[config.mk]
export PLATFORM = sky130hd
export DESIGN_NAME = alpha_composite_over_background_core
export DESIGN_NICKNAME = d
export VERILOG_FILES = /design/src/hw/rtl/acb_pkg.sv /design/src/hw/rtl/acb_front.sv /design/src/hw/rtl/acb_cmd_fifo.sv /design/src/hw/rtl/acb_back.sv /design/src/hw/rtl/alpha_composite_over_background_core.sv
export SDC_FILE = /design/constraint.sdc
export NUM_CORES = 1
export LEC_CHECK = 0
export ABC_AREA = 1
export ABC_CLOCK_PERIOD_IN_PS = 5900
export BUFFER_PORTS_ARGS = -buffer_cell sky130_fd_sc_hd__buf_2
export CORE_AREA = 2 2 223 225
export DETAILED_ROUTE_END_ITERATION = 6
export DIE_AREA = 0 0 225 227
export GPL_ROUTABILITY_DRIVEN = 1
export PLACE_DENSITY = 0.82
export SLEW_MARGIN = 20
export SYNTH_ARGS = -nofsm -noshare
export SYNTH_HDL_FRONTEND = slang
export SYNTH_SLANG_ARGS = --single-unit
[constraint.sdc]
create_clock -name clk_i -period 5.9 [get_ports clk_i]
set_input_delay 0.59 -clock clk_i [delete_from_list [all_inputs] [get_ports clk_i]]
set_output_delay 0.59 -clock clk_i [all_outputs]
set_load 0.02 [all_outputs]
[src/hw/rtl/acb_pkg.sv]
package acb_pkg;

  // Command queue between front and back
  localparam int unsigned CmdDepth = 4;
  localparam int unsigned CmdPtrW  = $clog2(CmdDepth);
  localparam int unsigned CmdCntW  = $clog2(CmdDepth + 1);

  // Line byte counter, saturating
  localparam int unsigned BwWidth = 17;
  localparam logic [BwWidth-1:0] BwMax = '1;

  // Longest padding burst: 63 results of three bytes
  localparam logic [7:0] PadMaxBytes = 8'd189;
  localparam logic [1:0] FullCount   = 2'd3;

  typedef enum logic [1:0] {
    CfgBg0       = 2'd0,
    CfgBg1       = 2'd1,
    CfgBg2       = 2'd2,
    CfgLineBytes = 2'd3
  } cfg_idx_e;

  localparam logic KindPixel   = 1'b0;
  localparam logic KindLineEnd = 1'b1;

  typedef struct packed {
    logic       kind;
    logic [7:0] fg_channel0;
    logic [7:0] fg_channel1;
    logic [7:0] fg_channel2;
    logic [7:0] alpha;
  } in_item_t;

  typedef struct packed {
    logic [7:0] out_byte0;
    logic [7:0] out_byte1;
    logic [7:0] out_byte2;
    logic [1:0] byte_count;
    logic       line_end;
    logic       pad_truncated;
  } out_item_t;

  // Classified item handed from front to back
  typedef struct packed {
    logic       line_end;
    logic [7:0] fg0;
    logic [7:0] fg1;
    logic [7:0] fg2;
    logic [7:0] alpha;
    logic [7:0] pad_bytes;
    logic       pad_trunc;
  } cmd_t;

  typedef struct packed {
    logic [7:0] bg0;
    logic [7:0] bg1;
    logic [7:0] bg2;
  } bg_t;

  // floor(n / 255) for n below 65280, without a divider
  function automatic logic [7:0] div255(input logic [16:0] n);
    logic [16:0] t;
    t = n + {8'd0, n[16:8]} + 17'd1;
    return t[15:8];
  endfunction

endpackage

[src/hw/rtl/acb_front.sv]
module acb_front import acb_pkg::*; (
  input  logic      clk_i,
  input  logic      rst_ni,
  input  logic      push_i,
  input  in_item_t  in_item_i,
  input  logic [15:0] line_bytes_i,
  input  logic      cmd_full_i,
  output logic      cmd_push_o,
  output cmd_t      cmd_o
);

  logic [BwWidth-1:0] bw_q, bw_d;
  logic [BwWidth-1:0] line_ext, diff;
  logic [BwWidth:0]   bw_sum;
  logic               accept, gt, trunc;

  assign accept     = push_i && !cmd_full_i;
  assign cmd_push_o = accept;

  // Work out the padding left on this line
  assign line_ext = {1'b0, line_bytes_i};
  assign gt       = line_ext > bw_q;
  assign diff     = line_ext - bw_q;
  assign trunc    = gt && (diff > {9'd0, PadMaxBytes});

  always_comb begin
    cmd_o.line_end  = (in_item_i.kind == KindLineEnd);
    cmd_o.fg0       = in_item_i.fg_channel0;
    cmd_o.fg1       = in_item_i.fg_channel1;
    cmd_o.fg2       = in_item_i.fg_channel2;
    cmd_o.alpha     = in_item_i.alpha;
    cmd_o.pad_trunc = trunc;
    if (!gt) begin
      cmd_o.pad_bytes = 8'd0;
    end else if (trunc) begin
      cmd_o.pad_bytes = PadMaxBytes;
    end else begin
      cmd_o.pad_bytes = diff[7:0];
    end
  end

  // Count line bytes, saturate, clear at line end
  assign bw_sum = {1'b0, bw_q} + {{(BwWidth-1){1'b0}}, 2'd3};

  always_comb begin
    bw_d = bw_q;
    if (accept) begin
      if (in_item_i.kind == KindLineEnd) begin
        bw_d = '0;
      end else if (bw_sum[BwWidth]) begin
        bw_d = BwMax;
      end else begin
        bw_d = bw_sum[BwWidth-1:0];
      end
    end
  end

  always_ff @(posedge clk_i or negedge rst_ni) begin
    if (!rst_ni) begin
      bw_q <= '0;
    end else begin
      bw_q <= bw_d;
    end
  end

endmodule

[src/hw/rtl/acb_cmd_fifo.sv]
module acb_cmd_fifo import acb_pkg::*; (
  input  logic clk_i,
  input  logic rst_ni,
  input  logic push_i,
  input  cmd_t data_i,
  input  logic pop_i,
  output cmd_t head_o,
  output logic full_o,
  output logic empty_o
);

  cmd_t               mem_q [CmdDepth];
  logic [CmdPtrW-1:0] wr_ptr_q, rd_ptr_q;
  logic [CmdCntW-1:0] cnt_q;
  logic               do_push, do_pop;

  assign full_o  = (cnt_q == CmdCntW'(CmdDepth));
  assign empty_o = (cnt_q == '0);
  assign do_push = push_i && !full_o;
  assign do_pop  = pop_i && !empty_o;
  assign head_o  = mem_q[rd_ptr_q];

  // Store the incoming transaction
  always_ff @(posedge clk_i) begin
    if (do_push) begin
      mem_q[wr_ptr_q] <= data_i;
    end
  end

  // Advance pointers and occupancy
  always_ff @(posedge clk_i or negedge rst_ni) begin
    if (!rst_ni) begin
      wr_ptr_q <= '0;
      rd_ptr_q <= '0;
      cnt_q    <= '0;
    end else begin
      if (do_push) begin
        wr_ptr_q <= wr_ptr_q + CmdPtrW'(1);
      end
      if (do_pop) begin
        rd_ptr_q <= rd_ptr_q + CmdPtrW'(1);
      end
      if (do_push && !do_pop) begin
        cnt_q <= cnt_q + CmdCntW'(1);
      end else if (do_pop && !do_push) begin
        cnt_q <= cnt_q - CmdCntW'(1);
      end
    end
  end

  a_cnt_bound: assert property (@(posedge clk_i) disable iff (!rst_ni)
    cnt_q <= CmdCntW'(CmdDepth))
    else $error("command queue occupancy overflow");

  a_cnt_track: assert property (@(posedge clk_i) disable iff (!rst_ni)
    (do_push && !do_pop) |=> (cnt_q == $past(cnt_q) + CmdCntW'(1)))
    else $error("command queue occupancy lost a push");

endmodule

[src/hw/rtl/acb_back.sv]
module acb_back import acb_pkg::*; (
  input  logic      clk_i,
  input  logic      rst_ni,
  input  logic      cmd_empty_i,
  input  cmd_t      cmd_i,
  input  bg_t       bg_i,
  input  logic      pop_i,
  output logic      cmd_pop_o,
  output out_item_t out_item_o,
  output logic      empty_o
);

  // Stage 1: products or padding result
  logic        s1_v_q, s1_pix_q;
  logic [15:0] s1_pf_q [3];
  logic [15:0] s1_pb_q [3];
  logic [1:0]  s1_cnt_q;
  logic        s1_end_q, s1_trunc_q;

  // Stage 2: output register
  logic      s2_v_q;
  out_item_t s2_q, s2_d;

  // Padding sequencer
  logic       pad_busy_q, pad_busy_d;
  logic [7:0] rem_q, rem_d;
  logic [7:0] cur_rem, inv_alpha;
  logic       s2_ld, s1_adv, take, pad_last;
  logic [1:0] pad_cnt;

  assign s2_ld  = !s2_v_q || pop_i;
  assign s1_adv = !s1_v_q || s2_ld;
  assign take   = s1_adv && !cmd_empty_i;

  assign cur_rem   = pad_busy_q ? rem_q : cmd_i.pad_bytes;
  assign pad_last  = (cur_rem <= 8'd3);
  assign pad_cnt   = pad_last ? cur_rem[1:0] : FullCount;
  assign inv_alpha = 8'd255 - cmd_i.alpha;

  // Release a pixel at once, a line end after its last result
  assign cmd_pop_o = take && (!cmd_i.line_end || pad_last);

  always_comb begin
    pad_busy_d = pad_busy_q;
    rem_d      = rem_q;
    if (take && cmd_i.line_end) begin
      pad_busy_d = !pad_last;
      rem_d      = cur_rem - 8'd3;
    end
  end

  always_ff @(posedge clk_i or negedge rst_ni) begin
    if (!rst_ni) begin
      pad_busy_q <= 1'b0;
      s1_v_q     <= 1'b0;
      s2_v_q     <= 1'b0;
    end else begin
      pad_busy_q <= pad_busy_d;
      if (s1_adv) begin
        s1_v_q <= !cmd_empty_i;
      end
      if (s2_ld) begin
        s2_v_q <= s1_v_q;
      end
    end
  end

  // Multiply foreground and background by their weights; keep padding fields
  always_ff @(posedge clk_i) begin
    rem_q <= rem_d;
    if (take) begin
      s1_pix_q   <= !cmd_i.line_end;
      s1_pf_q[0] <= cmd_i.fg0 * cmd_i.alpha;
      s1_pf_q[1] <= cmd_i.fg1 * cmd_i.alpha;
      s1_pf_q[2] <= cmd_i.fg2 * cmd_i.alpha;
      s1_pb_q[0] <= bg_i.bg0 * inv_alpha;
      s1_pb_q[1] <= bg_i.bg1 * inv_alpha;
      s1_pb_q[2] <= bg_i.bg2 * inv_alpha;
      s1_cnt_q   <= pad_cnt;
      s1_end_q   <= pad_last;
      s1_trunc_q <= cmd_i.pad_trunc;
    end
  end

  // Pixel: sum, round and divide by 255; otherwise a zero padding result
  always_comb begin
    if (s1_pix_q) begin
      s2_d.out_byte0     = div255({1'b0, s1_pf_q[0]} + {1'b0, s1_pb_q[0]} + 17'd127);
      s2_d.out_byte1     = div255({1'b0, s1_pf_q[1]} + {1'b0, s1_pb_q[1]} + 17'd127);
      s2_d.out_byte2     = div255({1'b0, s1_pf_q[2]} + {1'b0, s1_pb_q[2]} + 17'd127);
      s2_d.byte_count    = FullCount;
      s2_d.line_end      = 1'b0;
      s2_d.pad_truncated = 1'b0;
    end else begin
      s2_d.out_byte0     = 8'd0;
      s2_d.out_byte1     = 8'd0;
      s2_d.out_byte2     = 8'd0;
      s2_d.byte_count    = s1_cnt_q;
      s2_d.line_end      = s1_end_q;
      s2_d.pad_truncated = s1_trunc_q;
    end
  end

  always_ff @(posedge clk_i) begin
    if (s2_ld) begin
      s2_q <= s2_d;
    end
  end

  assign out_item_o = s2_q;
  assign empty_o    = !s2_v_q;

  a_trunc_full: assert property (@(posedge clk_i) disable iff (!rst_ni)
    (s2_v_q && s2_q.pad_truncated) |-> (s2_q.byte_count == FullCount))
    else $error("truncated padding result is not full");

  a_short_ends: assert property (@(posedge clk_i) disable iff (!rst_ni)
    (s2_v_q && s2_q.byte_count != FullCount) |-> s2_q.line_end)
    else $error("short result does not end the line");

  a_no_mix: assert property (@(posedge clk_i) disable iff (!rst_ni)
    (take && !cmd_i.line_end) |-> !pad_busy_q)
    else $error("pixel taken inside a padding burst");

endmodule

[src/hw/rtl/alpha_composite_over_background_core.sv]
// Composites RGBA pixels over a constant background color, three bytes
// per result, and pads each line with zero bytes toward line_bytes (189 max).
// Input queue side: drive in_item_i and push; the transaction is taken at
// a clock edge with push high and full low. kind 0 carries a pixel, kind 1
// closes the line.
// Output queue side: while empty is low the oldest result sits on
// out_item_o; pop high at a clock edge takes it.
// Configuration: cfg_we_i writes cfg_wdata_i into register cfg_idx_i
// (0..2 background bytes, 3 line length in bytes); write only while idle.
// An item passes the command queue, the multiply stage and the output stage.
// Throughput: one pixel per cycle while pop keeps up; a line end makes
// 1 to 63 results in turn, set by the padding sequencer in the back end.
// A four-entry command queue sits between the front end and the back end.
// Reset: background 255/255/255, line length 0, line byte count 0, queues
// empty. When pop stays low the output register and the multiply stage
// hold; the command queue then fills and full rises.
module alpha_composite_over_background_core import acb_pkg::*; (
  input  logic        clk_i,
  input  logic        rst_ni,
  input  logic        push,
  output logic        full,
  input  in_item_t    in_item_i,
  output logic        empty,
  input  logic        pop,
  output out_item_t   out_item_o,
  input  logic        cfg_we_i,
  input  logic [1:0]  cfg_idx_i,
  input  logic [15:0] cfg_wdata_i
);

  bg_t         bg_q;
  logic [15:0] line_bytes_q;
  logic        cmd_push, cmd_pop, cmd_full, cmd_empty;
  cmd_t        cmd_in, cmd_head;

  // Hold configuration registers
  always_ff @(posedge clk_i or negedge rst_ni) begin
    if (!rst_ni) begin
      bg_q.bg0     <= 8'd255;
      bg_q.bg1     <= 8'd255;
      bg_q.bg2     <= 8'd255;
      line_bytes_q <= 16'd0;
    end else if (cfg_we_i) begin
      unique case (cfg_idx_i)
        CfgBg0:       bg_q.bg0     <= cfg_wdata_i[7:0];
        CfgBg1:       bg_q.bg1     <= cfg_wdata_i[7:0];
        CfgBg2:       bg_q.bg2     <= cfg_wdata_i[7:0];
        CfgLineBytes: line_bytes_q <= cfg_wdata_i;
      endcase
    end
  end

  assign full = cmd_full;

  acb_front u_front (
    .clk_i        (clk_i),
    .rst_ni       (rst_ni),
    .push_i       (push),
    .in_item_i    (in_item_i),
    .line_bytes_i (line_bytes_q),
    .cmd_full_i   (cmd_full),
    .cmd_push_o   (cmd_push),
    .cmd_o        (cmd_in)
  );

  acb_cmd_fifo u_cmd_fifo (
    .clk_i   (clk_i),
    .rst_ni  (rst_ni),
    .push_i  (cmd_push),
    .data_i  (cmd_in),
    .pop_i   (cmd_pop),
    .head_o  (cmd_head),
    .full_o  (cmd_full),
    .empty_o (cmd_empty)
  );

  acb_back u_back (
    .clk_i       (clk_i),
    .rst_ni      (rst_ni),
    .cmd_empty_i (cmd_empty),
    .cmd_i       (cmd_head),
    .bg_i        (bg_q),
    .pop_i       (pop),
    .cmd_pop_o   (cmd_pop),
    .out_item_o  (out_item_o),
    .empty_o     (empty)
  );

endmodule
After elaboration in Yosys (flattened, before gate mapping)
Memory sizes are Yosys's and may differ from the RTL's.
Cells that the tools add are included.
- add/sub/neg operators: 20
- $mul: 6
- div/mod/pow operators: 0
- magnitude comparators: 3
- eq/ne operators: 4
- shifts and indexed selects: 0
- multiplexer cells: 11
- bitwise operators: 0
- reduce and logical (&&, ||, !) cells: 27
- operator list (kind ; number):
    multiplier 8 x 8 -> 16 bit ; 6
    adder 16 x 16 -> 17 bit ; 3
    adder 17 x 7 -> 17 bit (second input constant) ; 3
    adder 16 x 1 -> 16 bit (second input constant) ; 3
    adder 16 x 9 -> 16 bit ; 3
    2-to-1 mux 17 bit ; 2
    2-to-1 mux 8 bit ; 3
    adder 17 x 2 -> 18 bit (second input constant) ; 1
    > comparator 16 x 17 -> 1 bit ; 1
    > comparator 17 x 8 -> 1 bit (second input constant) ; 1
    subtractor 16 x 17 -> 17 bit ; 1
    logical AND 1 bit ; 9
    less-or-equal comparator 8 x 2 -> 1 bit (second input constant) ; 1
    zero test 1 bit ; 8
    AND reduction 2 bit ; 4
    subtractor 8 x 2 -> 8 bit (second input constant) ; 1
    subtractor 8 bit (first input constant) ; 1
    2-to-1 mux 3 bit ; 2
    adder 2 x 1 -> 2 bit (second input constant) ; 2
    equality test 2 bit (second input constant) ; 2
    2-to-1 mux 1 bit ; 4
    adder 3 x 1 -> 3 bit (second input constant) ; 1
    equality test 3 bit (second input constant) ; 1
    zero test 3 bit ; 1
    5 further kinds ; 7
- register bits: 108
- bits in latches: 0
- bits in writable memories: 264
- ROM bits: 0
- bits of input ports: 56
- word-level logic and storage cells: 96
- memories kept: 3
- memories (memory ; depth ; width ; read ports ; clocked after memory_dff ; write ports ; RTL line ; text):
    u_cmd_fifo.mem_q ; 4 ; 42 ; 1 ; 0 ; 1 ; acb_cmd_fifo.sv:12 ; cmd_t mem_q [CmdDepth];
    u_back.s1_pb_q ; 3 ; 16 ; 3 ; 0 ; 3 ; acb_back.sv:16 ; logic [15:0] s1_pb_q [3];
    u_back.s1_pf_q ; 3 ; 16 ; 3 ; 0 ; 3 ; acb_back.sv:15 ; logic [15:0] s1_pf_q [3];

Longest topological paths before layout
- word-level depth: 9
- depth in mapped cells: 25

By module
A second synthesis with hierarchy kept.
- cells, all modules: 3869
- area total of the unflattened synthesis: 33290.7 um^2
- modules (own cells, without submodules) (module ; instances ; cells each ; area an instance (um^2) ; sequential area each (um^2)):
    acb_back ; 1 ; 2710 ; 21679.5 ; 4189.0
    acb_cmd_fifo ; 1 ; 551 ; 7280.7 ; 5220.0
    acb_front ; 1 ; 429 ; 2571.2 ; 425.4
    alpha_composite_over_background_core ; 1 ; 179 ; 1759.2 ; 1031.0

Worst setup path before layout
OpenSTA, ideal clock, no wires.
- path kind: register to register
- start: reg u_cmd_fifo.rd_ptr_q[1]
- end: mem u_back.s1_pb_q[2][14] (netlist: u_back.s1_pb_q[0][46]), data pin
- setup time: 258 ps
- arrival time: 4787 ps
- required time: 5642 ps
- path slack: 855 ps
- cell stages (with the launch flop): 24
- buffers on the path: 3
- clock period less this slack: 5045 ps
- path through: dfrtp_1 > inv_1 > buf_4 > buf_2 > a32oi_2 > inv_2 > clkbuf_1 > nand2_1 > fa_1 > fa_1 > inv_1 > fa_1 > inv_1 > fa_1 > inv_1 > ha_1 > a21oi_1 > o21ai_0 > a21oi_1 > o21ai_0 > nand2_1 > nand2_1 > a21oi_1 > xnor2_1
- RTL lines (what ; RTL line ; text):
    start: declaration ; acb_cmd_fifo.sv:13 ; logic [CmdPtrW-1:0] wr_ptr_q, rd_ptr_q;
    start signal: assignment ; acb_cmd_fifo.sv:41 ; rd_ptr_q <= rd_ptr_q + CmdPtrW'(1);
    end: declaration ; acb_back.sv:16 ;

==> run_results.csv <==
group,metric,value,unit
outcome,status,"finished, final reports clean",
sta,max_freq,180,MHz
layout,mostFrequentLayoutCells,"inv_1 (633), nand2_1 (629), nor2_1 (460)",
hold_path,hold_class,"in -> async",
clock_network,clock-sinks,372,
synth,synthesis.nets,4114,
critical_path,required,6.24,ns
route,ant_nets,0,
global_route,overflow,0,
floorplan,rows,81,
critical_path,reg2reg_from,"u_cmd_fifo.rd_ptr_q[1]$_DFFE_PN0P_",
placed_design,dp_hpwl,53.9,mm
synth,synth_xor_area_share,3.39,%
clock_network,clk_pin_slew,0.06,ns
critical_path,worstSetupStartpointType,"flop",
layout,nFillCells,3584,
synth,yosysTopAreaCell,"edfxtp_1",
floorplan,die_h,227,um
clock_network,clk_path_buf_depth,3,
floorplan,io_pins,86,
flow_run,drv_cap,0,
critical_path,crit_fanout,30,
critical_path,slowest_stage,"dfrtp_1",
sta,maxSlewHeadroom,27.5,%
critical_path,crit_top_cell,"fa_1",
synth,synthFlopType,"edfxtp_1",
layout,drive_gt1_share,7.60,%
synth,synth_warnings,0,
synth,async_flop_share,18.0,%
route,dr.pass1.iters,6,
clock_network,cts_tree,"done",
critical_path,critical_path.cell_chain,"inv_6, buf_12, a21oi_1, a32oi_2, buf_4, nand2_1, fa_1, fa_1, inv_1, fa_1, inv_1, fa_1, inv_1, ha_1, a21oi_1, o21a_1, nand2_1, a21boi_0, o21ai_0, a21oi_1, xnor2_1",
global_route,antenna_found_initial,1,
placed_design,postPlaceCellArea,32400,um^2
placed_design,place_congestion,0.932,
critical_path,end_kind,"flop",
route,remaining_drc_errors,0,
synth,syn-cell-area,31200,um^2
synth,yosys.area.top_type_share,29.3,%
synth,ys_types,51,
floorplan,fp.dieArea,51100,um^2
layout,regArea,10900,um^2
critical_path,r2r_cells,21,
global_route,grt_pass1_vias,23732,
clock_network,cts_max_level,2,
sta,layout_worst_path_cycle_share,94.0,%
synth,synth_edf_count,305,
sta,final-hold-violation-count,0,
synth,synth.yosys.seq_area_share,34.8,%
route,drtIter0Drc,1936,
critical_path,critical_path_class,"reg -> reg",
sta,worstMarginPinSlew,1.09,ns
synth,synth_top_family_by_area,"adder cells",
critical_path,worstPathArrival,5.89,ns
global_route,grt_pass1_wl,116,mm
sta,setup_viol_count_final,0,
synth,synth_fa_ha_area_share,28.4,%
synth,ys_top_cells_by_area,"edfxtp_1 (29%), ha_1 (14%), fa_1 (14%), inv_1 (7.6%), nand2_1 (7.6%)",
sta,maxSlewViolCount,0,
global_route,grt_max_degree,86,
clock_network,numCtsBuffers,42,
synth,synth-seq-cells,372,
clock_network,hold_buffers,0,
synth,synthCells,3481,
layout,multi_input_comb_area,17600,um^2
placed_design,port-buffer-count,85,
clock_network,post_cts_buffers,0,
sta,fin_crit,5.55,ns
synth,postSynthAreaPerCell,8.97,um^2
floorplan,initial_core_util,64.3,%
global_route,grt_usage,28.7,%
synth,synth_compound_area_share,7.85,%
clock_network,insertion_delay,0.59,ns
sta,fin_skew,0.0296,ns
layout,fin_nets,4206,
synth,synthMuxAreaShare,0.325,%
layout,diodes,0,
critical_path,reg2reg_to,"u_back.s1_pf_q[0][30]$_DFFE_PP_",
critical_path,cp_slowest_stage_delay,0.55,ns
synth,synth-simple-area-share,16.4,%
floorplan,coreArea,48500,um^2
layout,final_common_cell,"inv_1",
clock_network,cts.repair.resized,0,
route,wl_per_cell,16.9,um
layout,fin_area,34000,um^2
critical_path,ff2ff_setup_slack,0.35,ns
route,drt-total-wl,71.5,mm
clock_network,root_buffer,"clkbuf_16",
layout,area_growth_syn_to_layout,8.80,%
route,vias,23892,
floorplan,die_w,225,um
route,avgViaCountPerCell,5.65,
[worst max-delay path: cells and delay by family, from the launching register on]
kind / cells / cell delay (ns)
AO/OA/AOI/OAI: 7 / 1.16
buffers and inverters: 6 / 1.03
adder cells (fa/ha/maj): 5 / 2.25
XOR/XNOR: 1 / 0.08
AND/OR/NAND/NOR: 2 / 0.18
flip-flops: 1 / 0.55
[synthesized netlist by cell type (4+ instances only)]
cell,number
nor2_1,465
clkbuf_1,26
inv_1,635
nand3b_1,8
and2_1,7
a21o_1,7
o21bai_1,4
xnor2_1,34
fa_1,221
nand3_1,98
a32oi_2,9
nor2_2,7
edfxtp_1,305
o21a_1,7
a32oi_1,24
nand4_1,28
o21ai_0,130
buf_4,5
mux2_2,9
o21ai_1,13
o221ai_1,5
xor2_1,85
o2111ai_1,7
a31oi_1,5
o22ai_1,5
ha_1,356
buf_2,36
a21boi_0,6
nand2_1,630
inv_2,8
dfrtp_1,43
dfstp_2,24
nor3_1,13
a21oi_1,185
[how the worst max path moves through the flow]
stage	to	depth (start not counted)	slack [ns]	from
finish	u_back.s1_pf_q[0][30]$_DFFE_PP_	21	0.35	u_cmd_fifo.rd_ptr_q[1]$_DFFE_PN0P_
global route	u_back.s1_pb_q[0][46]$_DFFE_PP_	21	-0.005	u_cmd_fifo.rd_ptr_q[1]$_DFFE_PN0P_
CTS	u_back.s1_pf_q[0][30]$_DFFE_PP_	21	0.20	u_cmd_fifo.rd_ptr_q[1]$_DFFE_PN0P_
detailed placement	u_back.s1_pf_q[0][30]$_DFFE_PP_	21	0.20	u_cmd_fifo.rd_ptr_q[1]$_DFFE_PN0P_
global placement	u_back.s1_pf_q[0][30]$_DFFE_PP_	21	0.40	u_cmd_fifo.rd_ptr_q[1]$_DFFE_PN0P_
floorplan	u_back.s1_pb_q[0][46]$_DFFE_PP_	23	0.85	u_cmd_fifo.rd_ptr_q[1]$_DFFE_PN0P_
[logic make-up (layout without fill, tap and decap cells)]
group	Yosys count	count (layout)
and+or+nand+nor	1271	1271
DFF	372	372
buffers and inverters	713	839
AOI/OAI and AO/OA	419	419
xor gates and xnor gates	120	120
muxes	9	9
adders and majority gates	577	577
[state kept, by name (all words and copies together) (netlist names)]
register             cells
u_back.s1_trunc_q        1
u_back.s1_v_q            1
bg_q                    24
u_back.s2_v_q            1
u_cmd_fifo.wr_ptr_q      2
u_back.s1_pix_q          1
u_back.s1_pb_q          48
line_bytes_q            16
u_back.pad_busy_q        1
u_back.s1_cnt_q          2
u_cmd_fifo.cnt_q         3
u_front.bw_q            17
u_back.s1_pf_q          48
u_back.rem_q             8
u_back.s1_end_q          1
u_cmd_fifo.mem_q       168
u_cmd_fifo.rd_ptr_q      2
u_back.out_item_o       28
[layer usage]
| layer | up-vias | global-route usage [%] | part of all wire, % | wire length (um) |
|---|---|---|---|---|
| met4 | 0 | 10.3 | 3.1 | 2210 |
| li1 | 11413 | - | - | - |
| met3 | 178 | 4.84 | 7.1 | 5050 |
| met2 | 938 | 49.9 | 49 | 35100 |
| met1 | 11363 | 36.4 | 41 | 29100 |
| met5 | - | 0 | 0 | 0 |
[final cells by class]
class | instances | area share, %
clock buffers | 47 | 3.18
repair buffers | 118 | 2.19
clock inverters | 31 | 1.30
multi-input cells | 2396 | 51.9
inverters | 643 | 7.15
flip-flops and latches | 372 | 32.0
well taps | 622 | 2.29
[metrics by stage]
stage          instances  hold slack, ns  setup slack, ns  util [%]  TNS [ns]
6_report            4229           0.193            0.353      70.0         0
5_1_grt             4229           0.220         -0.00540      70.0  -0.00540
4_1_cts             4228           0.217            0.201      69.9         0
3_5_place_dp        4150           0.469            0.201      66.7         0
3_3_place_gp        4150           0.457            0.404      66.7         0
2_1_floorplan       3481           0.294            0.855         -         0
Power is left out: the tool's default activity adds up to more than one toggle a clock period on the data nets, which glitch-free logic cannot reach.
